## src/rtl/core/sorted_priority_queue_assert.svh

```systemverilog
// Assertion macros for the sorted priority queue.
// Included by the RTL files that carry concurrent checks; no other dependency.
`ifndef SORTED_PRIORITY_QUEUE_ASSERT_SVH
`define SORTED_PRIORITY_QUEUE_ASSERT_SVH
`ifndef SYNTH
// Same-cycle implication, disabled during reset.
`define SPQ_ASSERT_NOW(label, clk, rst, ante, cons, msg) \
  label: assert property (@(posedge clk) disable iff (rst) (ante) |-> (cons)) else $error(msg);
// Next-cycle implication, disabled during reset.
`define SPQ_ASSERT_NXT(label, clk, rst, ante, cons, msg) \
  label: assert property (@(posedge clk) disable iff (rst) (ante) |=> (cons)) else $error(msg);
`else
`define SPQ_ASSERT_NOW(label, clk, rst, ante, cons, msg)
`define SPQ_ASSERT_NXT(label, clk, rst, ante, cons, msg)
`endif
`endif

```

## src/rtl/core/spq_pkg.sv

```systemverilog
// Shared types and codes of the sorted priority queue.
// No dependencies; used by the channel interfaces and the top level.
package spq_pkg;

  typedef logic signed [15:0] data_t;

  // One stored task record.
  typedef struct packed {
    data_t rank;
    data_t prio;
    data_t start_x;
    data_t start_y;
    data_t end_x;
    data_t end_y;
  } rec_t;

  typedef logic [1:0] status_t;

  localparam logic    OP_INSERT = 1'b0;
  localparam logic    OP_POP    = 1'b1;

  localparam status_t ST_OK     = 2'd0;
  localparam status_t ST_EMPTY  = 2'd1;
  localparam status_t ST_FULL   = 2'd2;

endpackage

```

## src/rtl/core/spq_if.sv

```systemverilog
// Request and response channel interfaces of the sorted priority queue.
// Depends on spq_pkg for the field types.
interface spq_in_if;
  import spq_pkg::*;

  logic  valid;
  logic  ready;
  logic  opcode;
  data_t task_rank;
  data_t task_priority;
  data_t start_x;
  data_t start_y;
  data_t end_x;
  data_t end_y;

  modport source (output valid, opcode, task_rank, task_priority, start_x, start_y,
                  end_x, end_y, input ready);
  modport sink   (input valid, opcode, task_rank, task_priority, start_x, start_y,
                  end_x, end_y, output ready);
endinterface

interface spq_out_if;
  import spq_pkg::*;

  logic       valid;
  logic       ready;
  status_t    status;
  data_t      out_rank;
  data_t      out_priority;
  data_t      out_start_x;
  data_t      out_start_y;
  data_t      out_end_x;
  data_t      out_end_y;
  logic [4:0] occupancy;

  modport source (output valid, status, out_rank, out_priority, out_start_x, out_start_y,
                  out_end_x, out_end_y, occupancy, input ready);
  modport sink   (input valid, status, out_rank, out_priority, out_start_x, out_start_y,
                  out_end_x, out_end_y, occupancy, output ready);
endinterface

```

## src/rtl/core/sorted_priority_queue.sv

```systemverilog
// Sorted priority queue: records held in rank order in one record memory.
// Depends on spq_pkg, spq_if.sv and sorted_priority_queue_assert.svh.
//
//   channel | dir | handshake    | contents
//   --------+-----+--------------+------------------------------------------
//   req     | in  | valid/ready  | opcode, rank, priority, four coordinates
//   rsp     | out | valid/ready  | status, popped record, occupancy
//
// Records move one per cycle through the record memory. An insert into a
// partly filled queue shifts each record of larger rank up one slot, then writes the
// new record; a pop shifts those behind the head down; others skip the walk.
// Reset (synchronous, active high) empties the queue; memory is not cleared.
// A finished result waits in the response register while the next request is
// taken; a result stalls in its final step only while the previous one is held.
`include "sorted_priority_queue_assert.svh"

module sorted_priority_queue #(
  parameter int CAPACITY = 16
) (
  input logic      clk,
  input logic      rst,
  spq_in_if.sink   req,
  spq_out_if.source rsp
);
  import spq_pkg::*;

  localparam int AW = (CAPACITY > 1) ? $clog2(CAPACITY) : 1;
  localparam int CW = $clog2(CAPACITY + 1);

  typedef enum logic [5:0] {
    S_IDLE = 6'b000001,
    S_INS  = 6'b000010,
    S_PUT  = 6'b000100,
    S_HEAD = 6'b001000,
    S_POP  = 6'b010000,
    S_DONE = 6'b100000
  } state_t;

  state_t          state, state_next;
  logic [CW-1:0]   cnt, cnt_next;
  logic [AW-1:0]   idx, idx_next;
  rec_t            new_rec, new_rec_next;
  rec_t            res_rec, res_rec_next;
  status_t         res_status, res_status_next;
  logic            out_load;

  rec_t            mem [CAPACITY];
  rec_t            rd_data;
  rec_t            wr_data;
  logic [AW-1:0]   rd_addr;
  logic [AW-1:0]   wr_addr;
  logic            wr_en;

  logic [CW-1:0]   cnt_m1;
  logic [AW-1:0]   tail;
  logic [AW-1:0]   idx_inc;
  logic [AW-1:0]   idx_dec;
  rec_t            in_rec;

  assign cnt_m1  = cnt - CW'(1);
  assign tail    = cnt_m1[AW-1:0];
  assign idx_inc = idx + AW'(1);
  assign idx_dec = idx - AW'(1);

  assign in_rec = '{rank:    req.task_rank,
                    prio:    req.task_priority,
                    start_x: req.start_x,
                    start_y: req.start_y,
                    end_x:   req.end_x,
                    end_y:   req.end_y};

  assign req.ready = (state == S_IDLE);

  // Record memory: one write and one registered read per cycle.
  always_ff @(posedge clk) begin
    if (wr_en) begin
      mem[wr_addr] <= wr_data;
    end
    rd_data <= mem[rd_addr];
  end

  // Sequencer: walks the stored records one per cycle.
  always_comb begin
    state_next      = state;
    cnt_next        = cnt;
    idx_next        = idx;
    new_rec_next    = new_rec;
    res_rec_next    = res_rec;
    res_status_next = res_status;
    rd_addr         = idx;
    wr_en           = 1'b0;
    wr_addr         = idx;
    wr_data         = rd_data;
    out_load        = 1'b0;
    case (state)
      S_IDLE: begin
        if (req.valid) begin
          new_rec_next    = in_rec;
          res_rec_next    = '0;
          res_status_next = ST_OK;
          if (req.opcode == OP_POP) begin
            if (cnt == '0) begin
              res_status_next = ST_EMPTY;
              state_next      = S_DONE;
            end else begin
              rd_addr    = '0;
              idx_next   = '0;
              state_next = S_HEAD;
            end
          end else begin
            if (cnt == CW'(CAPACITY)) begin
              res_status_next = ST_FULL;
              state_next      = S_DONE;
            end else if (cnt == '0) begin
              wr_en      = 1'b1;
              wr_addr    = '0;
              wr_data    = in_rec;
              cnt_next   = cnt + CW'(1);
              state_next = S_DONE;
            end else begin
              rd_addr    = tail;
              idx_next   = tail;
              state_next = S_INS;
            end
          end
        end
      end
      S_INS: begin
        // Move larger ranks up by one until the slot for the new record is found.
        wr_en   = 1'b1;
        wr_addr = idx_inc;
        if ($signed(rd_data.rank) > $signed(new_rec.rank)) begin
          wr_data = rd_data;
          if (idx == '0) begin
            state_next = S_PUT;
          end else begin
            idx_next = idx_dec;
            rd_addr  = idx_dec;
          end
        end else begin
          wr_data    = new_rec;
          cnt_next   = cnt + CW'(1);
          state_next = S_DONE;
        end
      end
      S_PUT: begin
        // The new record has the smallest rank and becomes the head.
        wr_en      = 1'b1;
        wr_addr    = '0;
        wr_data    = new_rec;
        cnt_next   = cnt + CW'(1);
        state_next = S_DONE;
      end
      S_HEAD: begin
        res_rec_next = rd_data;
        if (cnt == CW'(1)) begin
          cnt_next   = cnt_m1;
          state_next = S_DONE;
        end else begin
          idx_next   = AW'(1);
          rd_addr    = AW'(1);
          state_next = S_POP;
        end
      end
      S_POP: begin
        // Close the gap left by the head, one record per cycle.
        wr_en   = 1'b1;
        wr_addr = idx_dec;
        wr_data = rd_data;
        if (idx == tail) begin
          cnt_next   = cnt_m1;
          state_next = S_DONE;
        end else begin
          idx_next = idx_inc;
          rd_addr  = idx_inc;
        end
      end
      S_DONE: begin
        if (!rsp.valid || rsp.ready) begin
          out_load   = 1'b1;
          state_next = S_IDLE;
        end
      end
      default: begin
        state_next = S_IDLE;
      end
    endcase
  end

  // Control registers.
  always_ff @(posedge clk) begin
    if (rst) begin
      state <= S_IDLE;
      cnt   <= '0;
    end else begin
      state <= state_next;
      cnt   <= cnt_next;
    end
  end

  // Working registers of the request in flight.
  always_ff @(posedge clk) begin
    idx        <= idx_next;
    new_rec    <= new_rec_next;
    res_rec    <= res_rec_next;
    res_status <= res_status_next;
  end

  // Response register.
  always_ff @(posedge clk) begin
    if (rst) begin
      rsp.valid <= 1'b0;
    end else if (out_load) begin
      rsp.valid <= 1'b1;
    end else if (rsp.ready) begin
      rsp.valid <= 1'b0;
    end
  end

  always_ff @(posedge clk) begin
    if (out_load) begin
      rsp.status       <= res_status;
      rsp.out_rank     <= res_rec.rank;
      rsp.out_priority <= res_rec.prio;
      rsp.out_start_x  <= res_rec.start_x;
      rsp.out_start_y  <= res_rec.start_y;
      rsp.out_end_x    <= res_rec.end_x;
      rsp.out_end_y    <= res_rec.end_y;
      rsp.occupancy    <= 5'(cnt);
    end
  end

  // Checks on the sequencer and the reported status.
  `SPQ_ASSERT_NOW(a_cnt_bound, clk, rst, 1'b1, cnt <= CW'(CAPACITY), "count above capacity")
  `SPQ_ASSERT_NXT(a_idle_cnt, clk, rst, state == S_IDLE && !req.valid, cnt == $past(cnt), "count moved in idle")
  `SPQ_ASSERT_NOW(a_walk_idx, clk, rst, state == S_INS || state == S_POP, CW'(idx) < cnt, "walk index beyond tail")
  `SPQ_ASSERT_NOW(a_full_occ, clk, rst, rsp.valid && rsp.status == ST_FULL, rsp.occupancy == 5'(CAPACITY), "full status with room left")
  `SPQ_ASSERT_NOW(a_empty_occ, clk, rst, rsp.valid && rsp.status == ST_EMPTY, rsp.occupancy == 5'd0, "empty status with records stored")

endmodule

```

## src/flat_wrapper.sv

```systemverilog
// flat-port wrapper written by rule: the top's interface ports become plain ports
module sorted_priority_queue_flat import spq_pkg::*;
#(
  parameter int CAPACITY = 16
)
  (clk, rst, req_valid, req_opcode, req_task_rank, req_task_priority, req_start_x, req_start_y, req_end_x, req_end_y, req_ready, rsp_valid, rsp_status, rsp_out_rank, rsp_out_priority, rsp_out_start_x, rsp_out_start_y, rsp_out_end_x, rsp_out_end_y, rsp_occupancy, rsp_ready);
  spq_in_if req_i ();
  spq_out_if rsp_i ();
  input logic clk;
  input logic rst;
  input wire logic [$bits(req_i.valid)-1:0] req_valid;
  input wire logic [$bits(req_i.opcode)-1:0] req_opcode;
  input wire logic [$bits(req_i.task_rank)-1:0] req_task_rank;
  input wire logic [$bits(req_i.task_priority)-1:0] req_task_priority;
  input wire logic [$bits(req_i.start_x)-1:0] req_start_x;
  input wire logic [$bits(req_i.start_y)-1:0] req_start_y;
  input wire logic [$bits(req_i.end_x)-1:0] req_end_x;
  input wire logic [$bits(req_i.end_y)-1:0] req_end_y;
  output wire logic [$bits(req_i.ready)-1:0] req_ready;
  output wire logic [$bits(rsp_i.valid)-1:0] rsp_valid;
  output wire logic [$bits(rsp_i.status)-1:0] rsp_status;
  output wire logic [$bits(rsp_i.out_rank)-1:0] rsp_out_rank;
  output wire logic [$bits(rsp_i.out_priority)-1:0] rsp_out_priority;
  output wire logic [$bits(rsp_i.out_start_x)-1:0] rsp_out_start_x;
  output wire logic [$bits(rsp_i.out_start_y)-1:0] rsp_out_start_y;
  output wire logic [$bits(rsp_i.out_end_x)-1:0] rsp_out_end_x;
  output wire logic [$bits(rsp_i.out_end_y)-1:0] rsp_out_end_y;
  output wire logic [$bits(rsp_i.occupancy)-1:0] rsp_occupancy;
  input wire logic [$bits(rsp_i.ready)-1:0] rsp_ready;
  assign req_i.valid = req_valid;
  assign req_i.opcode = req_opcode;
  assign req_i.task_rank = req_task_rank;
  assign req_i.task_priority = req_task_priority;
  assign req_i.start_x = req_start_x;
  assign req_i.start_y = req_start_y;
  assign req_i.end_x = req_end_x;
  assign req_i.end_y = req_end_y;
  assign req_ready = req_i.ready;
  assign rsp_valid = rsp_i.valid;
  assign rsp_status = rsp_i.status;
  assign rsp_out_rank = rsp_i.out_rank;
  assign rsp_out_priority = rsp_i.out_priority;
  assign rsp_out_start_x = rsp_i.out_start_x;
  assign rsp_out_start_y = rsp_i.out_start_y;
  assign rsp_out_end_x = rsp_i.out_end_x;
  assign rsp_out_end_y = rsp_i.out_end_y;
  assign rsp_occupancy = rsp_i.occupancy;
  assign rsp_i.ready = rsp_ready;
  sorted_priority_queue #(.CAPACITY(CAPACITY)) u_core (.clk(clk), .rst(rst), .req(req_i), .rsp(rsp_i));
endmodule
```

## config.mk

```make
export PLATFORM = sky130hd
export DESIGN_NAME = sorted_priority_queue_flat
export DESIGN_NICKNAME = d
export VERILOG_FILES = /design/src/rtl/core/spq_pkg.sv /design/src/rtl/core/spq_if.sv /design/src/rtl/core/sorted_priority_queue.sv /design/src/flat_wrapper.sv
export VERILOG_INCLUDE_DIRS = /design/src /design/src/rtl/core
export SDC_FILE = /design/constraint.sdc
export NUM_CORES = 2
export LEC_CHECK = 0
export BUFFER_PORTS_ARGS = -buffer_cell sky130_fd_sc_hd__buf_4
export CAP_MARGIN = 20
export CORE_ASPECT_RATIO = 1.1
export CORE_UTILIZATION = 60
export DETAILED_ROUTE_END_ITERATION = 12
export GPL_ROUTABILITY_DRIVEN = 0
export PLACE_DENSITY = 0.76
export SYNTH_ARGS = -nofsm -noshare
export SYNTH_HDL_FRONTEND = slang
export SYNTH_SLANG_ARGS = --single-unit
```

## constraint.sdc

```tcl
create_clock -name clk -period 7.8 [get_ports clk]
set_input_delay 0.78 -clock clk [delete_from_list [all_inputs] [get_ports clk]]
set_output_delay 0.78 -clock clk [all_outputs]
set_load 0.01 [all_outputs]
```

==> impl_results.md <==
- Number of enable flip-flop cells after synthesis: 1833
- Average wire length per cell after detail routing: 28.0 µm
- Initial Utilization: 60.8%
- Post-CTS setup buffer count: 0
- Number of buffers added on ports: 205
- Main synth FF type: sky130_fd_sc_hd__edfxtp_1
- Ys async rst share: 0%
- Relative contribution of the clock network to total power: 22.0%
- Antenna violations before repair: 3
- Total grt overflow: 0
- Net Sw Frac: 38.8%
- Slew Viols, Final: 0
- Cell count after placement: 6551
- DRC errors left: 0
- Die height: 373 µm
- CTS-repair resized insts: 0
- Via-per-instance ratio: 6.96
- Clock Tree Root: sky130_fd_sc_hd__clkbuf_16
- Via count of the first global-routing pass: 46861
- Total number of yosys warnings: 0
- Min-delay worst type: in2reg
- VDD IR max: 818 µV
- Static power due to leakage: 28.1 nW
- Post-synthesis sequential element count: 1945
- Growth of design area from synthesis to finish: 11.5%
- DIE WIDTH: 340 µm
- TritonCTS clock tree: done
- Cell area after layout: 84000 µm²
- Floorplan die area: 127000 µm²
- Number of hold buffers added after cts: 0
- Maximum fanout along the worst path: 108
- Cell-by-cell listing of the critical path: inv_1, ha_1, a41o_1, a21oi_1, nor3_1, o31a_2, nor4_2, o21a_4, buf_4, buf_4, o21ai_0, a22oi_1, a22oi_1, nand3_1
- Post-synthesis area per instance: 14.8 µm²
- Final Cycle Share: 74.8%
- Number of nets in the layout: 5212
- Worst Setup Path Type: reg2reg
- Number of cells on the worst reg-to-reg path: 14
- Drt first pass iters: 9
- Post-synthesis instance area: 75300 µm²
- First-pass GRT wire length: 285000 µm
- Clock Pin Slew Worst Setup and Hold Paths: 60 ps
- Crit path capture type: flop
- Power per cell area: 475 nW/µm²
- Type of element launching the critical path: flop
- Hpwl dp: 89200 µm
- Internal power of the cells: 24.4 mW
- Total core area: 124000 µm²
- Hold Vio Cnt, Final: 0
- Net load switching power: 15.5 mW
- Arrival time reported for the critical path endpoint: 6580 ps
- Delay of the slowest critical-path stage: 910 ps
- Pre-CTS setup slack: 2250 ps
- Unrepaired setup endpoints after global routing: false
- Maximum clock insertion buffer count: 3
- Number of antenna-violating nets in the routed design: 0
- Worst path slowest cell: sky130_fd_sc_hd__buf_4
- Final worst clock skew: 36.5 ps
- Number of buffers inserted during clock tree synthesis: 181
- Share of synthesized area occupied by flip-flops and latches: 76.1%
- Global router's overall resource usage: 29.8%
- Worst-case headroom to the max-slew limit: 20.7%
- Highest clock frequency the design can meet: 171 MHz
- Count of max-cap constraint violations: 0
- Register share of total power: 40.1%
- Minimum clock period: 5830 ps
- DRC marker count from the first detailed-route iteration: 7443
- Total Routed Length: 193000 µm
- Clock insertion delay at the later pin of the skew report: 810 ps
- Cells on Worst Hold Path: 1
- Final count of negative-setup-slack endpoints: 0
- I/O pins: 206
- Proportion of layout cells with a drive suffix above 1: 11.5%
- Placement Rows: 135
- Post-route setup TNS: 0 ps
- Vias after detailed routing: 47970
- Synth Net Count: 5199
- Area after detailed placement: 78000 µm²
- Maximum number of pins on one net before global-route repair: 195
- Tightest Pin Transition: 1190 ps
- Clk sinks: 1945
- Clock H-tree levels: 4
- Count of distinct cell types in the synthesized netlist: 74
- Critical path required time: 8540 ps
- Worst Slack Setup Final: 1970 ps
- Outcome: finished, final reports clean
- Relative contribution of combinational cells to total power: 38.0%
- Cells after Synth: 5077
- Sum of internal, switching and leakage power: 39.9 mW
- Count of non-filler cells in the finished layout: 6890
==> final cells by class <==
class	count	area, µm²
sequential	1945	57300
fill	8020	39900
multi-input combinational	2561	15800
clock buffer	246	5010
timing repair buffer	275	2380
tap	1644	2060
clock inverter	92	900
inverter	126	499
antenna	1	2.50
==> per-stage QoR <==
stage,hold slack (ps),utilization (%)
2_1_floorplan,400,-
3_3_place_gp,401,63.0
3_5_place_dp,405,63.0
4_1_cts,110,67.8
5_1_grt,134,67.8
6_report,156,67.8
==> cells in the mapped netlist (all sizes together), types with 2 or more instances <==
library cell | count | area share, %
or2 | 3 | 0.025
ha | 21 | 0.35
a221o | 193 | 2.6
xnor2 | 5 | 0.058
a31oi | 388 | 3.2
nor3b | 2 | 0.027
or4b | 2 | 0.027
buf | 182 | 1.2
and2 | 4 | 0.033
a222oi | 96 | 1.3
and3 | 98 | 0.81
inv | 126 | 0.63
o311ai | 2 | 0.023
a21oi | 401 | 2.7
a221oi | 3 | 0.035
o21a | 3 | 0.030
nand2b | 8 | 0.066
a211oi | 3 | 0.030
o31a | 4 | 0.048
o221ai | 3 | 0.043
nor2 | 46 | 0.24
nor4b | 2 | 0.023
a22oi | 289 | 2.9
nand3b | 2 | 0.020
nor3 | 8 | 0.088
dfxtp | 112 | 3.0
a21o | 5 | 0.050
nor2b | 5 | 0.042
clkbuf | 263 | 1.3
xor2 | 7 | 0.081
mux2i | 2 | 0.027
edfxtp | 1833 | 73
mux2 | 4 | 0.060
o2111ai | 2 | 0.032
o21ai | 396 | 2.6
nand3 | 102 | 0.68
nand2 | 422 | 2.1
nor4 | 5 | 0.078
o211ai | 4 | 0.040
nand4 | 6 | 0.058
==> power by group through the flow <==
| stage | registers [mW] | logic [mW] | clock network, mW |
|---|---|---|---|
| global route | 16.1 | 16.2 | 9.21 |
| detailed placement | 16.1 | 14.7 | 0 |
| global placement | 16.1 | 14.2 | 0 |
| floorplan | 16.0 | 10.3 | 0 |
| CTS | 16.0 | 14.9 | 8.82 |
| finish | 16.0 | 15.1 | 8.77 |
==> path summary, 6_finish.rpt <==
| check | startpoint | endpoint | slack [ps] |
|---|---|---|---|
| worst max-delay path | u_core.new_rec[87] | u_core.rd_data[63] | 1970 |
| worst max register to register | u_core.new_rec[87] | u_core.rd_data[63] | 1970 |
| worst min-delay path | req_start_y[0] | u_core.new_rec[32] | 160 |
| worst min register to register | u_core.res_rec[0] | u_core.rsp.out_end_y[0] | 420 |
==> metal layers <==
metal	vias up	wire, µm	track usage (%)
met5	-	0	0
met4	0	8220	14.3
met3	540	20400	4.59
met2	3432	94000	48.9
met1	23711	70200	39.2
li1	20287	-	-
==> cells by family after synthesis <==
family,after synthesis,synth area share (%)
AO/OA/AOI/OAI,1804,15.7
XOR/XNOR,13,0.170
adder cells (fa/ha/maj),21,0.349
buffers and inverters,571,3.19
flip-flops,1945,76.1
multiplexers,6,0.0864
AND/OR/NAND/NOR,717,4.35
==> cells in the final DEF (no fill, tap or decap), types with 26 or more instances in the layout <==
cell and instances:
sky130_fd_sc_hd__nand2_1 420, sky130_fd_sc_hd__a221o_1 193, sky130_fd_sc_hd__a222oi_1 96, sky130_fd_sc_hd__edfxtp_1 1833, sky130_fd_sc_hd__o21ai_0 379, sky130_fd_sc_hd__a21oi_1 401
sky130_fd_sc_hd__nor2_1 26, sky130_fd_sc_hd__a22oi_1 289, sky130_fd_sc_hd__nand3_1 101, sky130_fd_sc_hd__dfxtp_1 112, sky130_fd_sc_hd__clkbuf_1 46, sky130_fd_sc_hd__clkbuf_16 185
sky130_fd_sc_hd__inv_1 123, sky130_fd_sc_hd__and3_1 98, sky130_fd_sc_hd__a31oi_1 388, sky130_fd_sc_hd__clkinv_2 42, sky130_fd_sc_hd__buf_4 250
==> state kept, by name (all words and copies together), names as in the netlist, 6 cells and up <==
name	count
u_core.new_rec	96
u_core.rd_data	96
u_core.rsp.out_start_x	16
u_core.rsp.out_start_y	16
u_core.mem	1536
u_core.rsp.out_end_y	16
u_core.rsp.out_rank	16
u_core.state	6
u_core.rsp.out_priority	16
u_core.res_rec	96
u_core.rsp.out_end_x	16
==> critical path, delay by kind of cell, from the launching register on <==
kind            cells  cell delay, ps
compound gates      7            2400
buf+inv             3            1800
simple gates        3             720
flops               1             380
fa+ha+maj           1             250
Power figures use the tool's default switching activity.
